[src/design/afd_pkg.sv]
package afd_pkg;

    localparam int WIN_LEN   = 11;
    localparam int WIN_W     = 8 * WIN_LEN;
    localparam int MIN_FRAME = 20;
    localparam int LEN_MAX   = 255;

    // Markers; the last character sits in the low byte (newest byte of the window).
    localparam logic [WIN_W-1:0] PAT_NATIVE      = "/STARTDATA/";
    localparam logic [63:0]      PAT_CONNECT     = "CONNECT/";
    localparam logic [39:0]      PAT_PING        = "PING/";
    localparam logic [71:0]      PAT_DATA_END    = "/ENDDATA/";
    localparam logic [71:0]      PAT_FOREIGN_END = "/NO DATA/";

    typedef enum logic [2:0] {
        EV_NONE          = 3'd0,
        EV_NATIVE_START  = 3'd1,
        EV_FOREIGN_START = 3'd2,
        EV_DATA_END      = 3'd3,
        EV_FOREIGN_END   = 3'd4,
        EV_DROP          = 3'd5
    } t_event;

    typedef struct packed {
        logic       valid;
        logic [7:0] rx_byte;
    } t_byte_req;

    typedef struct packed {
        t_event     event_res;
        logic [7:0] frame_length;
    } t_result;

endpackage

[src/design/afd_if.sv]
interface afd_in_if;
    logic       valid;
    logic       ready;
    logic [7:0] rx_byte;

    modport source (output valid, output rx_byte, input ready);
    modport sink   (input valid, input rx_byte, output ready);
endinterface

interface afd_out_if;
    logic       valid;
    logic       ready;
    logic [2:0] event_res;
    logic [7:0] frame_length;

    modport source (output valid, output event_res, output frame_length, input ready);
    modport sink   (input valid, input event_res, input frame_length, output ready);
endinterface

[src/design/afd_in_stage.sv]
module afd_in_stage (
    input  logic                i_clk,
    input  logic                i_rst_n,
    afd_in_if.sink              i_rx,
    input  logic                i_advance,
    output afd_pkg::t_byte_req  o_req
);

    logic       r_valid;
    logic [7:0] r_byte;

    // Room when empty, or when the held byte moves on this cycle.
    assign i_rx.ready = !r_valid || i_advance;

    always_ff @(posedge i_clk) begin
        if (!i_rst_n) begin
            r_valid <= 1'b0;
        end else if (i_rx.ready) begin
            r_valid <= i_rx.valid;
        end
    end

    always_ff @(posedge i_clk) begin
        if (i_rx.valid && i_rx.ready) begin
            r_byte <= i_rx.rx_byte;
        end
    end

    assign o_req.valid   = r_valid;
    assign o_req.rx_byte = r_byte;

endmodule

[src/design/afd_tracker.sv]
module afd_tracker #(
    parameter int BUF_BYTES = 256
) (
    input  logic                i_clk,
    input  logic                i_rst_n,
    input  afd_pkg::t_byte_req  i_req,
    input  logic                i_advance,
    output afd_pkg::t_result    o_result
);

    localparam int CNT_W = $clog2(BUF_BYTES);
    localparam int EXT_W = (CNT_W > 8) ? CNT_W : 8;

    logic [afd_pkg::WIN_W-1:0] r_win;
    logic [afd_pkg::WIN_W-1:0] n_win;
    logic [CNT_W-1:0]          r_cnt;
    logic [CNT_W-1:0]          n_cnt;
    logic                      r_collecting;
    logic                      n_collecting;

    logic [CNT_W-1:0]          w_cnt_inc;
    logic [EXT_W-1:0]          w_cnt_ext;
    logic [7:0]                w_len_sat;
    logic                      w_hunt_again;
    afd_pkg::t_event           w_event;
    logic [7:0]                w_len;

    // A collecting count never passes BUF_BYTES-1, so the increment cannot wrap.
    assign w_cnt_inc = r_cnt + 1'b1;
    assign w_cnt_ext = EXT_W'(w_cnt_inc);
    assign w_len_sat = (w_cnt_ext > EXT_W'(afd_pkg::LEN_MAX)) ? 8'(afd_pkg::LEN_MAX)
                                                             : w_cnt_ext[7:0];

    always_comb begin
        n_win        = {r_win[afd_pkg::WIN_W-9:0], i_req.rx_byte};
        n_cnt        = r_cnt;
        n_collecting = r_collecting;
        w_event      = afd_pkg::EV_NONE;
        w_len        = '0;
        w_hunt_again = 1'b0;

        if (!r_collecting) begin
            // hunting: count saturates at the window length
            if (r_cnt < CNT_W'(afd_pkg::WIN_LEN)) begin
                n_cnt = w_cnt_inc;
            end
            if (n_win == afd_pkg::PAT_NATIVE) begin
                n_collecting = 1'b1;
                w_event      = afd_pkg::EV_NATIVE_START;
            end else if (n_win[63:0] == afd_pkg::PAT_CONNECT ||
                         n_win[39:0] == afd_pkg::PAT_PING) begin
                n_collecting = 1'b1;
                w_event      = afd_pkg::EV_FOREIGN_START;
            end
        end else begin
            n_cnt = w_cnt_inc;
            if (w_cnt_inc >= CNT_W'(afd_pkg::MIN_FRAME)) begin
                priority if (w_cnt_inc == CNT_W'(BUF_BYTES - 1)) begin
                    w_event      = afd_pkg::EV_DROP;
                    w_hunt_again = 1'b1;
                end else if (n_win[71:0] == afd_pkg::PAT_DATA_END) begin
                    w_event      = afd_pkg::EV_DATA_END;
                    w_len        = w_len_sat;
                    w_hunt_again = 1'b1;
                end else if (n_win[71:0] == afd_pkg::PAT_FOREIGN_END) begin
                    w_event      = afd_pkg::EV_FOREIGN_END;
                    w_len        = w_len_sat;
                    w_hunt_again = 1'b1;
                end else begin
                    w_event      = afd_pkg::EV_NONE;
                end
            end
        end

        if (w_hunt_again) begin
            n_win        = '0;
            n_cnt        = '0;
            n_collecting = 1'b0;
        end
    end

    always_ff @(posedge i_clk) begin
        if (!i_rst_n) begin
            r_win        <= '0;
            r_cnt        <= '0;
            r_collecting <= 1'b0;
        end else if (i_advance) begin
            r_win        <= n_win;
            r_cnt        <= n_cnt;
            r_collecting <= n_collecting;
        end
    end

    assign o_result.event_res    = w_event;
    assign o_result.frame_length = w_len;

endmodule

[src/design/afd_out_stage.sv]
module afd_out_stage (
    input  logic                i_clk,
    input  logic                i_rst_n,
    input  afd_pkg::t_byte_req  i_req,
    input  afd_pkg::t_result    i_result,
    afd_out_if.source           o_res,
    output logic                o_advance
);

    logic             r_valid;
    afd_pkg::t_result r_result;

    // Load when the result register is empty or being drained.
    assign o_advance = i_req.valid && (!r_valid || o_res.ready);

    always_ff @(posedge i_clk) begin
        if (!i_rst_n) begin
            r_valid <= 1'b0;
        end else if (o_advance) begin
            r_valid <= 1'b1;
        end else if (o_res.ready) begin
            r_valid <= 1'b0;
        end
    end

    always_ff @(posedge i_clk) begin
        if (o_advance) begin
            r_result <= i_result;
        end
    end

    assign o_res.valid        = r_valid;
    assign o_res.event_res    = r_result.event_res;
    assign o_res.frame_length = r_result.frame_length;

endmodule

[src/design/ascii_frame_delimiter.sv]
// Frame finder for an ASCII byte stream. Takes one received byte per request and
// returns one result per byte: an event code (none, native start, foreign start,
// data end, foreign end, overflow drop) and, on the two end events, the frame length
// (the frame is the last frame_length bytes seen, saturating at 255). Throughput is
// one byte per clock while results are taken; an accepted byte waits in the input
// register, then passes the marker compares and count update into the result
// register, where its result is presented. While a result is stalled, one
// more byte can still enter the input register; after that the input waits.
module ascii_frame_delimiter #(
    parameter int BUF_BYTES = 256
) (
    input  logic        i_clk,
    input  logic        i_rst_n,
    afd_in_if.sink      i_rx,
    afd_out_if.source   o_res
);

    afd_pkg::t_byte_req w_req;
    afd_pkg::t_result   w_result;
    logic               w_advance;

    afd_in_stage u_in (
        .i_clk     (i_clk),
        .i_rst_n   (i_rst_n),
        .i_rx      (i_rx),
        .i_advance (w_advance),
        .o_req     (w_req)
    );

    afd_tracker #(
        .BUF_BYTES (BUF_BYTES)
    ) u_trk (
        .i_clk     (i_clk),
        .i_rst_n   (i_rst_n),
        .i_req     (w_req),
        .i_advance (w_advance),
        .o_result  (w_result)
    );

    afd_out_stage u_out (
        .i_clk     (i_clk),
        .i_rst_n   (i_rst_n),
        .i_req     (w_req),
        .i_result  (w_result),
        .o_res     (o_res),
        .o_advance (w_advance)
    );

`ifndef SYNTHESIS
    a_len_only_on_end: assert property (@(posedge i_clk) disable iff (!i_rst_n)
        (o_res.valid && o_res.event_res != afd_pkg::EV_DATA_END &&
         o_res.event_res != afd_pkg::EV_FOREIGN_END) |-> (o_res.frame_length == 8'd0))
        else $error("frame_length set on a non-end event");

    a_end_len_min: assert property (@(posedge i_clk) disable iff (!i_rst_n)
        (o_res.valid && (o_res.event_res == afd_pkg::EV_DATA_END ||
         o_res.event_res == afd_pkg::EV_FOREIGN_END))
        |-> (o_res.frame_length >= 8'(afd_pkg::MIN_FRAME)))
        else $error("frame ended below the minimum length");

    a_full_pipe_blocks: assert property (@(posedge i_clk) disable iff (!i_rst_n)
        (w_req.valid && o_res.valid && !o_res.ready) |-> !i_rx.ready)
        else $error("request taken while both stages are held");
`endif

endmodule

[src/flat_wrapper.sv]
// flat-port wrapper written by rule: the top's interface ports become plain ports
module ascii_frame_delimiter_flat 
#(
    parameter int BUF_BYTES = 256
)
  (i_clk, i_rst_n, i_rx_valid, i_rx_rx_byte, i_rx_ready, o_res_valid, o_res_event_res, o_res_frame_length, o_res_ready);
  afd_in_if i_rx_i ();
  afd_out_if o_res_i ();
  input  logic i_clk;
  input  logic i_rst_n;
  input wire logic [$bits(i_rx_i.valid)-1:0] i_rx_valid;
  input wire logic [$bits(i_rx_i.rx_byte)-1:0] i_rx_rx_byte;
  output wire logic [$bits(i_rx_i.ready)-1:0] i_rx_ready;
  output wire logic [$bits(o_res_i.valid)-1:0] o_res_valid;
  output wire logic [$bits(o_res_i.event_res)-1:0] o_res_event_res;
  output wire logic [$bits(o_res_i.frame_length)-1:0] o_res_frame_length;
  input wire logic [$bits(o_res_i.ready)-1:0] o_res_ready;
  assign i_rx_i.valid = i_rx_valid;
  assign i_rx_i.rx_byte = i_rx_rx_byte;
  assign i_rx_ready = i_rx_i.ready;
  assign o_res_valid = o_res_i.valid;
  assign o_res_event_res = o_res_i.event_res;
  assign o_res_frame_length = o_res_i.frame_length;
  assign o_res_i.ready = o_res_ready;
  ascii_frame_delimiter #(.BUF_BYTES(BUF_BYTES)) u_core (.i_clk(i_clk), .i_rst_n(i_rst_n), .i_rx(i_rx_i), .o_res(o_res_i));
endmodule
[config.mk]
export PLATFORM = sky130hd
export DESIGN_NAME = ascii_frame_delimiter_flat
export DESIGN_NICKNAME = d
export VERILOG_FILES = /design/src/design/afd_pkg.sv /design/src/design/afd_if.sv /design/src/design/afd_in_stage.sv /design/src/design/afd_tracker.sv /design/src/design/afd_out_stage.sv /design/src/design/ascii_frame_delimiter.sv /design/src/flat_wrapper.sv
export SDC_FILE = /design/constraint.sdc
export NUM_CORES = 1
export LEC_CHECK = 0
export BUFFER_PORTS_ARGS = -buffer_cell sky130_fd_sc_hd__buf_2
export CAP_MARGIN = 30
export CORE_AREA = 2 2 97 99
export CTS_CLUSTER_DIAMETER = 30
export DETAILED_ROUTE_END_ITERATION = 8
export DIE_AREA = 0 0 99 101
export PLACE_DENSITY = 0.79
export REMOVE_ABC_BUFFERS = 1
export SYNTH_ARGS = -nofsm -noshare
export SYNTH_HDL_FRONTEND = slang
export SYNTH_SLANG_ARGS = --single-unit
[constraint.sdc]
create_clock -name i_clk -period 7 [get_ports i_clk]
set_clock_uncertainty 0.2 [all_clocks]
set_input_delay 0.35 -clock i_clk [delete_from_list [all_inputs] [get_ports i_clk]]
set_output_delay 0.35 -clock i_clk [all_outputs]
set_load 0.01 [all_outputs]
==> results_dict.tcl, run 1 <==
set metrics [dict create \
    leakage_nw 1.68 \
    seqPwrFrac_pct 61.7 \
    htreeDepth 3 \
    synth-seq-cells 110 \
    antenna_cells 0 \
    vias 4217 \
    syn_area_per_cell_um2 9.30 \
    portBuffers 24 \
    tightest_slew_ns 0.953 \
    yosysTopAreaCell "dfxtp_1" \
    coreArea_mm2 0.00898 \
    clockRootBuffer "clkbuf_8" \
    dp.final_hpwl_um 6690 \
    grt_pass1_wl_um 18200 \
    drt_iter0_markers 365 \
    antenna_found_initial 0 \
    clockBufferDepth 2 \
    fp.dieH_um 101 \
    grt_pass1_vias 3703 \
    synth-seq-area-share_pct 45.6 \
    critical_path_class "register to register" \
    routabilityCongestion 0.896 \
    dieArea_mm2 0.0100 \
    synth_top_area_share_pct 34.7 \
    critical_path_required_ns 7.02 \
    report.final.setup_viol 0 \
    wl_per_cell_um 15.8 \
    die_w_um 99 \
    ys_types 60 \
    status "completed" \
    power_frac_comb_pct 5.4 \
    grt_overflow 0 \
    area_delta_synth_final_pct 4.25 \
    hp-class "input port to register" \
    grt_usage_pct 22.2 \
    relSlewSlack_pct 36.2 \
    intPower_uw 818 \
    endpoint_kind "register" \
    rows 35 \
    cp-start-kind "register" \
    final_hold_viol_count 0 \
    remaining_drc_errors 0 \
    switching_share_pct 23.6 \
    worstPathMaxFanout 56 \
    routed_via_density 6.26 \
    rsz0062_at_grt "no" \
    async_flop_share_pct 0 \
    first_pass_iters 5 \
    power.switching_uw 253 \
    cap_violations 0 \
    ios 25 \
    cts_tree "built" \
    drt-total-wl_um 10700 \
    whs_ns 0.0193 \
    synthCells 564 \
    cts_buffers 9 \
    power_density_mw_per_mm2 196 \
    synth-edff-count 19 \
    clock_latency_ns 0.37 \
    post_cts_buffers 0 \
    clkPwrFrac_pct 32.9 \
    antenna_left 0 \
    cts_resized 0 \
    drive_above_1_share_pct 21.5 \
    period_share_pct 49.7 \
    grt_max_degree 99 \
    peakVddDrop_uv 107 \
    netlist_area_mm2 0.00525 \
    clock_sinks 110 \
    fmax_ghz 0.288 \
    clkTransAtPathRegs_ns 0.10 \
    ctsHoldBuffers 8 \
    slew_viol_final 0 \
    yosys-top-cells-area "dfxtp_1 (35%), nand3_1 (16%), edfxtp_1 (11%), o21ai_2 (7.5%), o21ai_0 (3.9%)" \
    critPathArrivalTime_ns 3.50 \
    nets 573 \
    initial_utilization_pct 58.4 \
    period_minus_slack_ns 3.48 \
    yosys_warnings 0 \
    tns_ns 0 \
    ys.flop_type "dfxtp_1" \
]
## power groups by stage
stage | Clock [mW] | Sequential (mW) | Combinational, mW
after global routing | 0.387 | 0.662 | 0.0647
after detailed placement | 0 | 0.676 | 0.0546
final | 0.352 | 0.661 | 0.0583
after CTS | 0.360 | 0.661 | 0.0580
after floorplan | 0 | 0.675 | 0.0237
after global placement | 0 | 0.675 | 0.0538
## registers in the layout (all words and copies together), names as in the netlist
| signal | flops |
|---|---|
| u_core.u_trk.r_collecting | 1 |
| u_core.u_trk.r_win | 80 |
| u_core.u_in.r_valid | 1 |
| u_core.u_out.o_res.valid | 1 |
| u_core.u_out.o_res.event_res | 3 |
| u_core.u_trk.r_cnt | 8 |
| u_core.u_in.r_byte | 8 |
| u_core.u_out.o_res.frame_length | 8 |
## Yosys cell counts (all sizes together), types with 4 or more instances
master / number
a21oi: 5
buf: 8
clkbuf: 46
dfxtp: 91
edfxtp: 19
inv: 5
nand2: 17
nand3: 169
nand4: 6
nand4b: 5
nor2: 16
nor2b: 4
nor3: 7
nor4: 8
nor4b: 5
o21ai: 86
o22ai: 5
or4: 4
or4b: 11
or4bb: 5
xor2: 4
## cell type report
cell class	instances	area, um^2
Fill cell	732	3510
Multi-Input combinational cell	395	2500
Sequential cell	110	2390
Timing Repair Buffer	37	240
Clock buffer	13	159
Tap cell	111	139
Clock inverter	3	18.8
Inverter	5	18.8
## worst max-delay path, cell delays in order, from the launching register on
cell and delay (ns):
dfxtp_1 0.33, or4b_2 0.72, nor4_1 0.51, nand4_1 0.28
a21o_1 0.30, a21oi_4 0.17, buf_4 0.55, o21ai_0 0.22
## metrics by stage
step	std cells	setup slack, ns	area [um^2]	total power [mW]	util (%)
after floorplan	510	1.70	4900	0.699	-
after detailed placement	650	3.58	5210	0.730	58.0
after CTS	674	3.58	5470	1.08	60.9
after global placement	650	3.68	5210	0.729	58.0
after global routing	674	3.26	5470	1.11	60.9
final	674	3.52	5470	1.07	60.9
## per-layer routing
layer | track usage [%] | part of all wire [%] | vias to the layer above
met5 | 0 | 0 | -
met4 | 9.17 | 1.7 | 0
met3 | 3.19 | 4.5 | 16
met2 | 34.3 | 49 | 111
met1 | 31.4 | 45 | 2005
li1 | - | - | 2085
## path summary, 6_finish.rpt
kind	start	to	slack [ns]	cells after the start
max reg2reg	u_core.u_trk.r_win[20]$_SDFFE_PN0P_	u_core.u_trk.r_win[19]$_SDFFE_PN0P_	3.52	7
min	i_rx_valid	u_core.u_in.r_valid$_SDFFE_PN0N_	0.02	3
min reg2reg	u_core.u_trk.r_win[79]$_SDFFE_PN0P_	u_core.u_trk.r_win[79]$_SDFFE_PN0P_	0.27	2
max	u_core.u_trk.r_win[20]$_SDFFE_PN0P_	u_core.u_trk.r_win[19]$_SDFFE_PN0P_	3.52	7
## kinds of logic (layout without fill, tap and decap cells)
kind of cell	after synthesis	count (layout)	synth area share [%]
and+or+nand+nor	274	274	29.8
AOI/OAI and AO/OA	111	111	15.8
DFF	110	110	45.6
buffers and inverters	59	58	6.92
xor gates and xnor gates	7	7	1.17
adders and majority gates	3	3	0.716
## layout by cell type, fill, tap and decap left out, types with 3 or more instances in the layout
cell type and n:
a21oi_1 4, buf_2 23, buf_4 6, clkbuf_8 11, dfxtp_1 91, dlygate4sd3_1 8
edfxtp_1 19, ha_1 3, inv_1 4, nand2_1 17, nand3_1 169, nand3b_1 3
nand4_1 6, nand4b_1 5, nor2_1 10, nor2_2 6, nor3_1 7, nor4_1 8
nor4b_1 5, o21ai_0 41, o21ai_2 45, o22ai_2 5, or4_1 3, or4b_1 3
or4b_2 8, or4bb_1 4, xnor2_1 3, xor2_1 4
(Power assumes the default switching activity.)
==> run 2: changes to the inputs <==
--- a/config.mk
+++ b/config.mk
@@ -5,13 +5,14 @@
 export SDC_FILE = /design/constraint.sdc
 export NUM_CORES = 1
 export LEC_CHECK = 0
+export ABC_AREA = 1
 export BUFFER_PORTS_ARGS = -buffer_cell sky130_fd_sc_hd__buf_2
 export CAP_MARGIN = 30
-export CORE_AREA = 2 2 97 99
+export CORE_AREA = 2 2 103 105
 export CTS_CLUSTER_DIAMETER = 30
 export DETAILED_ROUTE_END_ITERATION = 8
-export DIE_AREA = 0 0 99 101
-export PLACE_DENSITY = 0.79
+export DIE_AREA = 0 0 105 107
+export PLACE_DENSITY = 0.77
 export REMOVE_ABC_BUFFERS = 1
 export SYNTH_ARGS = -nofsm -noshare
 export SYNTH_HDL_FRONTEND = slang
==> constraint.sdc (replaced) <==
create_clock -name i_clk -period 2.8 [get_ports i_clk]
set_clock_uncertainty 0.2 [all_clocks]
set_input_delay 0.14 -clock i_clk [delete_from_list [all_inputs] [get_ports i_clk]]
set_output_delay 0.14 -clock i_clk [all_outputs]
set_load 0.01 [all_outputs]
==> run 2 against run 1 <==
Area after synthesis grew 5.1%; worst hold slack gained 0.23 ns; non-clock buffer count grew 6; critical path depth grew 6; power grew to 2.7 times the previous value; sequential share of layout area shrank 4.0 points; via count grew 14%; wire length grew 4.4%; synthesized cell count grew 45%; final area grew 10%; flip-flop and latch count is the same; largest power group unchanged.
==> results_dict.tcl, run 2 <==
set metrics [dict create \
    status "completed" \
    worstReg2RegStart "u_core.u_trk.r_cnt[0]$_SDFFE_PN0P_" \
    die_w_um 105 \
    critical_path_required_ns 2.84 \
    synth-edff-count 19 \
    cts_tree "built" \
    peakVddDrop_uv 360 \
    grt_pass1_vias 4425 \
    grt_overflow 0 \
    post_cts_buffers 0 \
    synth_common_cells "nand2_1 (221), nor2_1 (163), inv_1 (105)" \
    antenna_found_initial 0 \
    yosysTopAreaCell "dfxtp_1" \
    cp_cell_sequence "ha_1 > inv_1 > nor2_1 > nand2_1 > nand2_1 > nand2_1 > nand3_1 > nor2_1 > nor2_2 > nand2_8 > buf_12 > nand2_1 > a21oi_1" \
    final_util_pct 59.7 \
    period_minus_slack_ns 2.53 \
    ys_types 29 \
    rows 37 \
    place_ws_ns 0.246 \
    reg2reg_slack_ns 0.27 \
    wl_per_cell_um 11.4 \
    min-delay-start "i_rx_rx_byte[5]" \
    drt_iter0_markers 236 \
    routed_via_density 4.94 \
    async_flop_share_pct 0 \
    grt_pass1_wl_um 19200 \
    initial_utilization_pct 54.6 \
    endpoint_kind "register" \
    dieArea_mm2 0.0112 \
    clockRootBuffer "clkbuf_8" \
    routabilityCongestion 0.861 \
    vias 4810 \
    path_buf_inv 2 \
    rr_worst_depth 13 \
    grt_max_degree 108 \
    drive_above_1_share_pct 11.7 \
    yosysMostFrequentCell "nand2_1" \
    remaining_drc_errors 0 \
    intPower_mw 2.14 \
    worstPathMaxFanout 32 \
    portBuffers 24 \
    crit_top_cell "nand2_1" \
    critical_path_class "register to register" \
    synth-seq-area-share_pct 43.4 \
    power_frac_comb_pct 8.3 \
    drt-total-wl_um 11100 \
    first_pass_iters 4 \
    dp.final_hpwl_um 7370 \
    antenna_cells 0 \
    relSlewSlack_pct 52.2 \
    hold_end "u_core.u_in.r_byte[5]$_DFFE_PP_" \
    clkPwrFrac_pct 33.3 \
    seqPwrFrac_pct 58.4 \
    htreeDepth 3 \
    synth-seq-cells 110 \
    slew_viol_final 0 \
    yosys_warnings 0 \
    leakage_nw 2.03 \
    cpPeakStageDelay_ns 0.49 \
    power_density_mw_per_mm2 477 \
    cp-start-kind "register" \
    yosys-top-cells-area "dfxtp_1 (33%), nand2_1 (15%), nor2_1 (11%), edfxtp_1 (10%), inv_1 (7.1%)" \
    netlist_area_mm2 0.00551 \
    nets 848 \
    cts_buffers 9 \
    rsz0062_at_grt "no" \
    mostFrequentLayoutCell "nand2_1" \
    synthCells 815 \
    clock_latency_ns 0.39 \
    ys.flop_type "dfxtp_1" \
    coreArea_mm2 0.0101 \
    hold_depth 2 \
    tightest_slew_ns 0.716 \
    report.final.setup_viol 0 \
    grt_usage_pct 20.9 \
    cp_top_family "simple AND/OR/NAND/NOR gates" \
    syn_area_per_cell_um2 6.77 \
    clockBufferDepth 2 \
    cap_violations 0 \
    final_hold_viol_count 0 \
    fmax_ghz 0.395 \
    antenna_left 0 \
    timing.rr.end "u_core.u_trk.r_win[55]$_SDFFE_PN0P_" \
    crit_path_top_delay_cell "dfxtp_1" \
    ios 25 \
    period_share_pct 90.4 \
    top_register "u_core.u_trk.r_win" \
    area_delta_synth_final_pct 9.19 \
    synth_top_area_share_pct 33.0 \
    largest_register_ffs 80 \
    switching_share_pct 25.5 \
    layout_setup_ws_ns 0.268 \
    power.switching_uw 733 \
    layout_common_cells "nand2_1 (220), nor2_1 (163), inv_1 (104)" \
    fp.dieH_um 107 \
    clkTransAtPathRegs_ns 0.11 \
    hp-class "input port to register" \
    clock_sinks 110 \
    critPathArrivalTime_ns 2.58 \
]
==> run 2: cell types whose count changed after synthesis, moves of 7 or more <==
cell and change:
a21oi_2 +19, nor4_1 -8, o21ai_2 -45, nor2_1 +153, nand2_2 +24, nand3_1 -148
o21ai_0 -29, or4b_2 -8, inv_1 +100, buf_2 +7, nand2_1 +204, clkbuf_1 -21
a21oi_1 +69
==> run 2: cell type report <==
type / instances / area [um^2]
clock buffer: 9 / 124
clock inverter: 7 / 70.1
fill: 956 / 4070
inverter: 108 / 405
multi-input combinational: 561 / 2510
sequential: 110 / 2390
tap: 136 / 170
timing repair buffer: 43 / 345
==> run 2: cells by family after synthesis <==
family	after synthesis	share of synthesized area, %
AOI/OAI and AO/OA	106	11.1
adders and majority gates	3	0.681
buffers and inverters	144	11.3
DFF	110	43.4
and+or+nand+nor	452	33.6
==> run 2: power groups by stage <==
stage	combinational, mW	clock, mW	sequential (mW)
after CTS	0.237	0.976	1.68
after floorplan	0.152	0	1.71
after global routing	0.266	1.04	1.69
final	0.239	0.956	1.68
after detailed placement	0.221	0	1.72
after global placement	0.218	0	1.71
==> run 2: worst max path at each step <==
stage	from	end	slack [ns]	cells after the start
finish	u_core.u_trk.r_cnt[0]$_SDFFE_PN0P_	u_core.u_trk.r_win[55]$_SDFFE_PN0P_	0.27	13
CTS	u_core.u_trk.r_cnt[0]$_SDFFE_PN0P_	u_core.u_trk.r_win[13]$_SDFFE_PN0P_	0.20	12
floorplan	u_core.u_out.o_res.valid$_SDFFE_PN0P_	u_core.u_trk.r_cnt[1]$_SDFFE_PN0P_	-1.88	5
global placement	u_core.u_trk.r_cnt[0]$_SDFFE_PN0P_	u_core.u_trk.r_win[55]$_SDFFE_PN0P_	0.29	13
detailed placement	u_core.u_trk.r_cnt[0]$_SDFFE_PN0P_	u_core.u_trk.r_win[55]$_SDFFE_PN0P_	0.25	13
global route	u_core.u_trk.r_cnt[0]$_SDFFE_PN0P_	u_core.u_trk.r_win[59]$_SDFFE_PN0P_	0.07	13
==> run 2: timing repair <==
action / 4_1_cts / 5_1_grt
hold endpoints to repair: 18 / 0
gates resized for setup: 0 / 1
hold buffers: 13 / 0
endpoints found under the setup margin: 0 / 6
==> run 2: metrics by stage <==
step	hold WS (ns)	setup TNS, ns	cells	power [mW]	area [um^2]
after floorplan	0.0389	-105.23	779	1.86	5300
after global placement	0.117	0	945	1.93	5690
after detailed placement	0.118	0	945	1.94	5690
after CTS	0.240	0	974	2.89	6010
after global routing	0.256	0	974	2.99	6020
final	0.253	0	974	2.87	6020
==> run 2: metal layers <==
metal / global-route usage [%] / vias up / routed length [um]
li1: - / 2534 / -
met1: 25.0 / 2164 / 5070
met2: 36.1 / 87 / 5370
met3: 4.50 / 25 / 391
met4: 9.43 / 0 / 280
met5: 0 / - / 0
